--- src/rtl/core/pht_store.sv ---
module pht_store #(
	parameter int ENTRIES = 64,
	parameter int EW = 6,
	parameter int ROW_W = 1
) (
	input logic clk,
	input logic [EW-1:0] rd_addr,
	output logic [ROW_W-1:0] rd_data,
	input logic wr_en,
	input logic [EW-1:0] wr_addr,
	input logic [ROW_W-1:0] wr_data
);
	logic [ROW_W-1:0] mem [ENTRIES];

	always_ff @(posedge clk) begin
		if (wr_en) begin
			mem[wr_addr] <= wr_data;
		end
		rd_data <= mem[rd_addr];
	end
endmodule

--- config.mk ---
export PLATFORM = sky130hd
export DESIGN_NAME = pht_store
export DESIGN_NICKNAME = d
export VERILOG_FILES = /design/src/rtl/core/pht_store.sv
export SDC_FILE = /design/constraint.sdc
export NUM_CORES = 1
export LEC_CHECK = 0
export ABC_AREA = 1
export BUFFER_PORTS_ARGS = -buffer_cell sky130_fd_sc_hd__buf_2
export CAP_MARGIN = 15
export CORE_MARGIN = 2
export CORE_UTILIZATION = 45
export CTS_CLUSTER_SIZE = 30
export DETAILED_ROUTE_END_ITERATION = 10
export GPL_TIMING_DRIVEN = 1
export HOLD_SLACK_MARGIN = 0.1
export PLACE_DENSITY = 0.59
export SLEW_MARGIN = 20
export SYNTH_ARGS = -nofsm -noshare
export SYNTH_HDL_FRONTEND = slang
export SYNTH_SLANG_ARGS = --single-unit
export TNS_END_PERCENT = 30
--- constraint.sdc ---
create_clock -name clk -period 1.5 [get_ports clk]
set_input_delay 0.3 -clock clk [delete_from_list [all_inputs] [get_ports clk]]
set_output_delay 0.3 -clock clk [all_outputs]
set_load 0.01 [all_outputs]
---- Word level (Yosys, flattened, before mapping) ----
Memory sizes are Yosys's and may differ from the RTL's. A register that Yosys moved wholly into a read port is not among the register bits.
Cells that the tools add are included.
W data, S select, Z words.
word-level totals
  flip-flop bits (word level) ............. 0
  bits in writable memories ............... 64
  bits of input ports ..................... 15
  output and inout port bits .............. 1
  memories kept ........................... 1
cells by class
  mux-type cells .......................... 2
memories
  memory  depth  width  rd ports  clocked after Yosys merged registers in  write ports  line  RTL
  mem     64     1      1         1                                        1            13    logic [ROW_W-1:0] mem [ENTRIES];
operator list
  operator  number
  $mux W1   2

---- Depth between registers and ports, before layout ----
  word-level depth ........................ 2
  depth in mapped cells ................... 11
  gate-level depth less buffers ........... 9

---- Worst setup path before layout ----
OpenSTA, ideal clock, no wires.
  path type ............................... input port to flip-flop
  from .................................... input port wr_en
  to ...................................... memory mem[34], enable pin
  arrival ................................. 0.873 ns
  required time ........................... 1.174 ns
  setup slack ............................. 0.301 ns
  stages .................................. 3
  buffers on the path ..................... 1
  path through ............................ buf_2 nand3_1 nor4_1
on the way
  longest elaborated chain between the ends .. 2
RTL lines
  item                           line  RTL
  from (decl)                    9     input logic wr_en,
  $mux W1                        16    if (wr_en) begin
  $mux W1 (implied by the code)  17    mem[wr_addr] <= wr_data;
  to (decl)                      13
No other way between the ends.

---- Worst setup path in the final report ----
  from .................................... input port wr_addr[2]
  to ...................................... memory mem[6], enable pin
RTL lines
  item         line  RTL
  from (decl)  10    input logic [EW-1:0] wr_addr,
No word-level cell before the write port.

==> out/qor.yml <==
outcome:
  outcome: "completed"
cells_and_area:
  fin_cells: 430
  diodes: 0
  syn_to_final_growth_pct: 16.3
  drive_above_1_share: 0.147
  nets: 363
synth:
  syn_area_sq_um: 3050
  syn_inst: 314
  synth_top_area_frac: 0.631
  synthDistinctLibCells: 14
  syn_area_per_cell_sq_um: 9.70
  synthesis.nets: 329
  synth_area_leaders: "edfxtp_1 63%, nand2_1 11%, nand3_1 10%, nor2_1 7.5%, buf_6 2.2%"
  synth_seq_cells: 65
  yosys.area.top_type: "edfxtp_1"
  yosys_warnings: 0
  seq_area_frac_synth: 0.638
power:
  powerDensity_nw_per_um2: 1170
  p_leak_nw: 1.31
  peakVddDrop_uv: 550
  power_mw: 4.13
clock_tree:
  clk_path_buf_depth: 2
  clk_pin_slew_worst_paths_ns: 0.07
  cts_sinks: 65
  post-cts-setup-buffers: 0
  cts-resized-gates: 0
  cts_tree: "done"
  htree_levels: 3
  clock-root-buffer: "clkbuf_8"
  clk_latency_ns: 0.34
  hold_buffers: 0
  cts_buffers: 9
global_route:
  first_global_vias: 2128
  met2_usage: 0.320
  antenna_found_initial: 0
  grt_max_degree: 65
  grt_pass1_wl_microns: 10700
  busiest_layer: "met2"
  use_met3: 0.0410
  grt_util_all_layers: 0.196
  use_met1: 0.256
  grt_overflow_total: 0
sta:
  tightest_slew_ns: 0.395
  setup_violations: 0
  post-route-period-util: 0.775
  slew_headroom: 0.736
  max_freq_mhz: 860
  hold_viol: 0
  hold_slack_ns: 0.197
  rsz0062_at_grt: "false"
  slew_viol_final: 0
  skew_ns: 0.00776
  fin_crit_ns: 1.16
  layout_setup_ws_ns: 0.337
floorplan:
  dieHeight_microns: 86.3
  num_rows: 29
  die_area_sq_um: 7440
  core_sq_um: 6460
  die_w_microns: 86.3
  floorplan.initialDensity: 0.472
  io_pins: 16
critical_path:
  arrival_ns: 1.22
  endpoint_kind: "flip-flop"
  crit_slowest_cell: "nor3_1"
  reg2reg_from: "mem[35]"
  crit_family: "simple AND/OR/NAND/NOR gates"
  critPathMaxFanout: 7
  start_kind: "input port"
  critical_path.max_stage_delay_ns: 0.29
  path_buf_inv: 2
  reg2reg_depth: 8
  rr_endpoint: "rd_data"
  rrSetupSlack_ns: 0.39
  path_cells: "buf_2 > inv_1 > nor3_1 > nand2_1 > nor2_1"
  required_ns: 1.55
  critical_path_class: "input port to flip-flop"
routing:
  drt_iter0_drc: 124
  drt_wl_total_microns: 6600
  drc: 0
  ant_nets: 0
  first_pass_iters: 4
  wl_per_cell_microns: 15.3
  vias: 2254
  vias_per_cell: 5.24
place:
  post-dp-hpwl_microns: 4310
  pre_cts_ws_ns: -0.0106
  dp_cells: 414
  portBuffers: 15
  gp_congestion: 0.787
min_path:
  hold-path-cell-count: 3
  min_to: "rd_data"
  hp-class: "input port to flip-flop"
  worstHoldStart: "rd_addr[5]"
flow_run:
  maxCapViolCount: 0
[cell families (layout without fill, tap and decap cells)]
| family | count (synthesis) | count (layout) | share of synthesized area |
|---|---|---|---|
| buffers and inverters | 28 | 67 | 0.0559 |
| and+or+nand+nor | 221 | 221 | 0.306 |
| DFF | 65 | 65 | 0.638 |
[layout make-up]
cell class	instances	area [sq um]
Fill cell	620	2920
Sequential cell	65	1940
Multi-Input combinational cell	221	933
Timing Repair Buffer	35	263
Clock buffer	9	124
Clock inverter	7	119
Tap cell	77	96.3
Inverter	16	65.1
[layer usage]
metal | up-vias | share of wire
li1 | 1137 | -
met1 | 1052 | 0.46
met5 | - | 0
met3 | 14 | 0.054
met4 | 0 | 0.020
met2 | 51 | 0.47
[through the flow]
| stage | instance area (sq um) | util | setup TNS (ns) |
|---|---|---|---|
| 3_5_place_dp | 3300 | 0.511 | -0.0106 |
| 3_3_place_gp | 3300 | 0.511 | 0 |
| 6_report | 3540 | 0.548 | 0 |
| 2_1_floorplan | 3050 | - | 0 |
| 5_1_grt | 3540 | 0.548 | 0 |
| 4_1_cts | 3540 | 0.548 | 0 |
[synthesized netlist by cell type]
| cell | number |
|---|---|
| nand2_1 | 86 |
| edfxtp_1 | 64 |
| nand3_1 | 61 |
| nor2_1 | 61 |
| inv_1 | 14 |
| buf_6 | 6 |
| nand4_1 | 5 |
| nor3_1 | 4 |
| nor4_1 | 4 |
| buf_2 | 3 |
| buf_4 | 3 |
| dfxtp_1 | 1 |
| inv_2 | 1 |
| inv_6 | 1 |
[how the worst max path moves through the flow]
| stage | start | slack [ns] | depth (start not counted) | to |
|---|---|---|---|---|
| after floorplan | wr_en | 0.30 | 3 | mem[34] |
| after global placement | wr_addr[0] | 0.08 | 5 | mem[6] |
| after detailed placement | wr_addr[0] | -0.01 | 5 | mem[6] |
| after CTS | wr_addr[2] | 0.36 | 5 | mem[6] |
| after global routing | wr_addr[2] | 0.22 | 5 | mem[62] |
| final | wr_addr[2] | 0.34 | 5 | mem[6] |
[sequential cells by signal, indices dropped and copies added (netlist names)]
signal   flops
mem         64
rd_data      1
[cells in the final DEF (no fill, tap or decap), types with 4 or more instances in the layout]
cell type and instances:
nor4_1 4, inv_1 14, clkbuf_8 9, buf_2 15
nor3_1 4, edfxtp_1 64, buf_4 17, nor2_1 61
nand2_1 86, nand4_1 5, nand3_1 61
[tightest hold or removal path, delay by kind of cell]
family                 cells  cell delay [ns]
and+or+nand+nor            2             0.12
buffers and inverters      1             0.09
[where the power goes]
part	internal (mW)	total, mW	switching (mW)	leakage [nW]
clock	1.10	1.80	0.697	0.117
combinational	0.108	0.322	0.214	0.613
sequential	2.01	2.01	0.00326	0.584
No activity file was read; power rests on OpenSTA's default activity.
