File: config.mk
export PLATFORM = sky130hd
export DESIGN_NAME = pht_expiry
export DESIGN_NICKNAME = d
export VERILOG_FILES = /design/src/rtl/core/pht_pkg.sv /design/src/rtl/core/pht_expiry.sv
export SDC_FILE = /design/constraint.sdc
export NUM_CORES = 1
export LEC_CHECK = 0
export ABC_AREA = 1
export BUFFER_PORTS_ARGS = -buffer_cell sky130_fd_sc_hd__buf_2
export CAP_MARGIN = 5
export CORE_AREA = 2 2 142 144
export CTS_BUF_LIST = sky130_fd_sc_hd__clkbuf_16
export DETAILED_ROUTE_END_ITERATION = 7
export DIE_AREA = 0 0 144 146
export GPL_TIMING_DRIVEN = 1
export PLACE_DENSITY_LB_ADDON = 0.1
export SLEW_MARGIN = 20
export SYNTH_ARGS = -nofsm -noshare
export SYNTH_HDL_FRONTEND = slang
export SYNTH_SLANG_ARGS = --single-unit
export TNS_END_PERCENT = 20
File: constraint.sdc
create_clock -name clk -period 6.14 [get_ports clk]
set_input_delay 1.228 -clock clk [delete_from_list [all_inputs] [get_ports clk]]
set_output_delay 1.228 -clock clk [all_outputs]
set_load 0.01 [all_outputs]
File: src/rtl/core/pht_pkg.sv
package pht_pkg;

	localparam int ID_W = 64;
	localparam int SEQ_W = 32;
	localparam int TIME_W = 48;
	localparam int ADDR_W = 64;
	localparam int TTL_W = 16;
	localparam int CFG_IDX_W = 1;
	localparam int CFG_DATA_W = 32;
	localparam int THR_W = 7;

	localparam logic [THR_W-1:0] SWEEP_THRESHOLD_RESET = 7'd10;
	localparam logic [CFG_DATA_W-1:0] LIFETIME_RESET = 32'd10000;
	localparam logic [TIME_W-1:0] TIME_MAX = {TIME_W{1'b1}};
	localparam logic [9:0] MS_PER_S = 10'd1000;

	localparam logic [CFG_IDX_W-1:0] CFG_SWEEP_THRESHOLD = 1'd0;
	localparam logic [CFG_IDX_W-1:0] CFG_LIFETIME = 1'd1;

	typedef enum logic [2:0] {
		REQ_UPDATE = 3'd0,
		REQ_STALE = 3'd1,
		REQ_ACK = 3'd2,
		REQ_RECV = 3'd3,
		REQ_DELETE = 3'd4,
		REQ_FRESHEN = 3'd5,
		REQ_CLEAR = 3'd6,
		REQ_NONE = 3'd7
	} req_t;

	typedef enum logic [1:0] {
		ST_OK = 2'd0,
		ST_MISSING = 2'd1,
		ST_NO_ROOM = 2'd2,
		ST_RSVD = 2'd3
	} status_t;

	typedef struct packed {
		logic [2:0] req_type;
		logic [ID_W-1:0] id_high;
		logic [ID_W-1:0] id_low;
		logic [SEQ_W-1:0] seq_num;
		logic ack_wanted;
		logic [TTL_W-1:0] ttl_seconds;
		logic [ADDR_W-1:0] node_addr;
		logic node_addr_valid;
		logic [ADDR_W-1:0] dest_addr;
		logic [TIME_W-1:0] now_ms;
	} req_item_t;

	typedef struct packed {
		logic [1:0] status;
		logic flag;
		logic [SEQ_W-1:0] seq_out;
		logic [ADDR_W-1:0] addr_out;
	} result_t;

endpackage

File: src/rtl/core/pht_expiry.sv
module pht_expiry (
	input logic clk,
	input logic load,
	input logic [pht_pkg::TIME_W-1:0] now_ms,
	input logic [pht_pkg::TTL_W-1:0] ttl_seconds,
	input logic [pht_pkg::CFG_DATA_W-1:0] lifetime_ms,
	output logic [pht_pkg::TIME_W-1:0] expiry
);
	import pht_pkg::*;

	logic [TTL_W+9:0] ttl_ms_s1;
	logic [TIME_W-1:0] now_s1;
	logic [CFG_DATA_W-1:0] life_s1;
	logic [TIME_W+1:0] sum;

	always_ff @(posedge clk) begin
		if (load) begin
			ttl_ms_s1 <= ttl_seconds * MS_PER_S;
			now_s1 <= now_ms;
			life_s1 <= lifetime_ms;
		end
	end

	assign sum = {2'b0, now_s1} + {{(TIME_W-TTL_W-8){1'b0}}, ttl_ms_s1}
		+ {{(TIME_W+2-CFG_DATA_W){1'b0}}, life_s1};

	always_ff @(posedge clk) begin
		expiry <= (sum[TIME_W+1:TIME_W] != 2'b0) ? TIME_MAX : sum[TIME_W-1:0];
	end
endmodule

* Yosys cells after proc, flatten, opt, wreduce, memory -nomap -nowiden
Index checks and enable logic that the tools add are counted.
** Cells by class
- Multipliers :: 1
- Reductions and logical operators :: 1
- Add/subtract/negate cells :: 2
** Operators with widths (number)
- $add 49x32->50 :: 1
- $add 48x26->49 :: 1
- $mul 16x7->23 const B :: 1
- $reduce_bool 2->1 :: 1
** Word-level totals
- Word-level logic and storage cells :: 8
- Output and inout port bits :: 48
- Bits of input ports :: 98
- Register bits after elaboration :: 151

* Logic depth before layout (Yosys ltp)
- Depth in word-level cells :: 3
- Gate-level depth with buffers :: 19
- Gate-level depth less buffers :: 19

* Least setup slack after synthesis
OpenSTA, ideal clock, no wires.
- Path type :: input to register
- From :: in ttl_seconds[0] (netlist name)
- To :: reg ttl_ms_s1[22], data pin
- Data arrival time :: 4584 ps
- Buffers on the path :: 0
- Setup time :: 252 ps
- Slack :: 1304 ps
- Stages :: 15
- Data required time :: 5888 ps
- Path through :: fa_1 > fa_1 > inv_1 > fa_1 > fa_1 > inv_1 > ha_1 > a21oi_1 > nand2_1 > a21boi_0 > o21ai_0 > nand3_1 > nand2_1 > nand2_1 > nand2_1
** Between the ends
- Word-level cells in the longest chain between the ends :: 1
** RTL lines
- from (decl) :: RTL line pht_expiry.sv:5 : input logic [pht_pkg::TTL_W-1:0] ttl_seconds,
- $mul 16x7->23 :: RTL line pht_expiry.sv:18 : ttl_ms_s1 <= ttl_seconds * MS_PER_S;
- to (signal assigned) :: RTL line pht_expiry.sv:18
- to (decl) :: RTL line pht_expiry.sv:11 : logic [TTL_W+9:0] ttl_ms_s1;
No other way between the ends.
A chain may end at the register's enable or synchronous reset.

* Final worst setup path
Ends and elaborated chain as after synthesis.

==> results.toml <==
[status]
status = "finished clean"

[setup_path]
worstSetupPathType = "input pin to register"
cp-start-kind = "input pin"
required_ps = 6320
cpPeakStageDelay_ps = 530
cp_max_fo = 5
crit_slowest_cell = "fa_1"
worstPathCellList = "buf_2 > fa_1 > fa_1 > inv_1 > fa_1 > fa_1 > inv_1 > ha_1 > a21oi_1 > nand2_1 > a21boi_0 > o21ai_0 > nand3_1 > nand2_1 > nand2_1 > nand2_1"
cp.arrival_ps = 5220
end_kind = "register"

[floorplanning]
rows = 51
start_util = 0.583
core_um2 = 19300
dieArea_um2 = 21000
die_w_um = 144
ios = 146
die_h_um = 146

[pwr]
peakVddDrop_mv = 0.299
power_density_nw_per_um2 = 499
power.leakage_nw = 6.75

[yosys]
synth_common_cells = "nand2_1, inv_1, edfxtp_1"
synth_edf_count = 103
syn_area_per_cell_um2 = 8.36
synth_seq_cells = 151
synthFlopType = "edfxtp_1"
synth_top_cell_area_share = 0.274
synthCells = 1349
ys_seq_area_frac = 0.360
synth-async-reset-ratio = 0
yosys_warnings = 0
synth.distinct_cells = 29
yosysMostFrequentCell = "nand2_1"
synth_fp_nets = 1619
synthTopCellsByArea = "edfxtp_1, fa_1, nand2_1"
synth_top_area_cell = "edfxtp_1"
netlist_area_um2 = 11300

[detailed_routing]
wl_per_cell_um = 14.9
vias = 8956
drtAntennaViolNets = 0
routed_via_density = 5.01
drtIter0Drc = 621
drt_wl_total_um = 26600
route.detailed.drc = 0
drt_pass1_iterations = 5

[final_layout]
layout.cells.non_filler = 1789
drive_above_1_share = 0.139
nets = 1781
antennaDiodeCount = 0
synthToLayoutAreaGrowth_pct = 14.4

[sta]
rsz0062_at_grt = "no"
fin_setup_tns_ps = 0
finalCritPeriodShare = 0.821
fmax_mhz = 198
max_slew.worst_pin.slew_ps = 694
finalHoldViolations = 0
slew_headroom = 0.537
setup-violations-final = 0
period_needed_ps = 5040
maxSlewViolCount = 0
finalClockSkew_ps = 11.1

[clock_network]
cts_tree = "done"
cts_root_buffer = "clkbuf_16"
insertion_delay_ps = 430
cts_resized = 0
postCtsSetupRepairBufs = 0
cts_buffers = 17
cts.sinks = 151
postCtsHoldBufs = 0
path_clk_slew_ps = 60
clock_path_buffers = 2
cts_htree_levels = 4

[grt]
grt_usage = 0.273
grt_max_degree = 57
grt_pass1_wl_um = 44200
antenna_found_initial = 0
gr-total-overflow = 0
grt_pass1_vias = 9009

[place]
io_buffers = 145
place_inst = 1757
gp_congestion = 0.938
dp_hpwl_um = 22300

[job]
max-cap-violations = 0

[min_path]
hp-class = "register to register"
-- where the power goes --
group,internal [mW],switching [mW]
clock,0.640,0.422
sequential,1.42,0.0992
combinational,1.34,2.51
-- registers in the layout, summed over array words and instances, names as in the netlist --
| name | cells |
|---|---|
| expiry | 48 |
| now_s1 | 48 |
| life_s1 | 32 |
| ttl_ms_s1 | 23 |
-- logic make-up after synthesis --
group / after synthesis / share of synthesized area
buffers and inverters: 297 / 0.102
AOI/OAI and AO/OA: 70 / 0.0340
xor gates and xnor gates: 37 / 0.0287
and+or+nand+nor: 622 / 0.233
DFF: 151 / 0.360
adders and majority gates: 172 / 0.243
-- path summary, 6_finish.rpt --
check | start | to | slack (ps) | cells after the start
setup / recovery | ttl_seconds[0] | ttl_ms_s1[22]$_DFFE_PP_ | 1100 | 16
hold / removal | now_s1[40]$_DFFE_PP_ | expiry[40]$_SDFF_PP1_ | 540 | 2
setup reg to reg | ttl_ms_s1[25]$_DFFE_PP_ | expiry[43]$_SDFF_PP1_ | 3110 | 15
hold reg to reg | now_s1[40]$_DFFE_PP_ | expiry[40]$_SDFF_PP1_ | 540 | 2
-- cell usage in the layout (no fill, tap or decap), types with 4 or more instances in the layout --
cell,synthesis,final
nand2_1,389,389
inv_1,284,285
buf_2,0,144
edfxtp_1,103,103
nor2_1,102,102
ha_1,94,94
fa_1,78,78
nand3_1,73,73
dfxtp_1,48,48
a21oi_1,41,41
xor2_1,32,32
o21ai_0,17,17
clkbuf_16,0,17
nand3_2,16,16
nand4_1,15,15
nor3_1,10,10
o21bai_1,7,7
nand2_2,7,7
inv_2,7,7
xnor2_1,5,5
inv_6,0,5
clkinv_1,2,4
-- worst max-delay path: cells and delay by family --
family | cells | cell delay (ps)
and+or+nand+nor | 5 | 440
adders and majority gates | 5 | 2440
AOI/OAI and AO/OA | 3 | 870
buffers and inverters | 3 | 230
-- layout make-up --
cell class | instances | area, um2
Multi-Input combinational cell | 901 | 6080
Fill cell | 1681 | 6430
Sequential cell | 151 | 4050
Inverter | 293 | 1100
Timing Repair Buffer | 147 | 743
Tap cell | 265 | 332
Clock buffer | 17 | 425
Clock inverter | 15 | 174
-- layer usage --
| layer | part of all wire | track usage | up-vias |
|---|---|---|---|
| met5 | 0 | 0 | - |
| met4 | 0.019 | 0.0755 | 0 |
| met3 | 0.070 | 0.0526 | 37 |
| met2 | 0.45 | 0.434 | 285 |
| met1 | 0.46 | 0.384 | 4106 |
| li1 | - | - | 4528 |
-- per-stage QoR --
stage               hold WS [ps]  total power, mW   util  area (um2)  setup slack [ps]
floorplan                    489             4.28      -       11300              1300
global placement             531             5.33  0.636       12300               788
detailed placement           540             5.35  0.636       12300               745
CTS                          555             6.44  0.667       12900              1170
global route                 603             7.08  0.667       12900               905
finish                       545             6.44  0.667       12900              1100
Note: power is estimated with default switching activity, not from simulation.
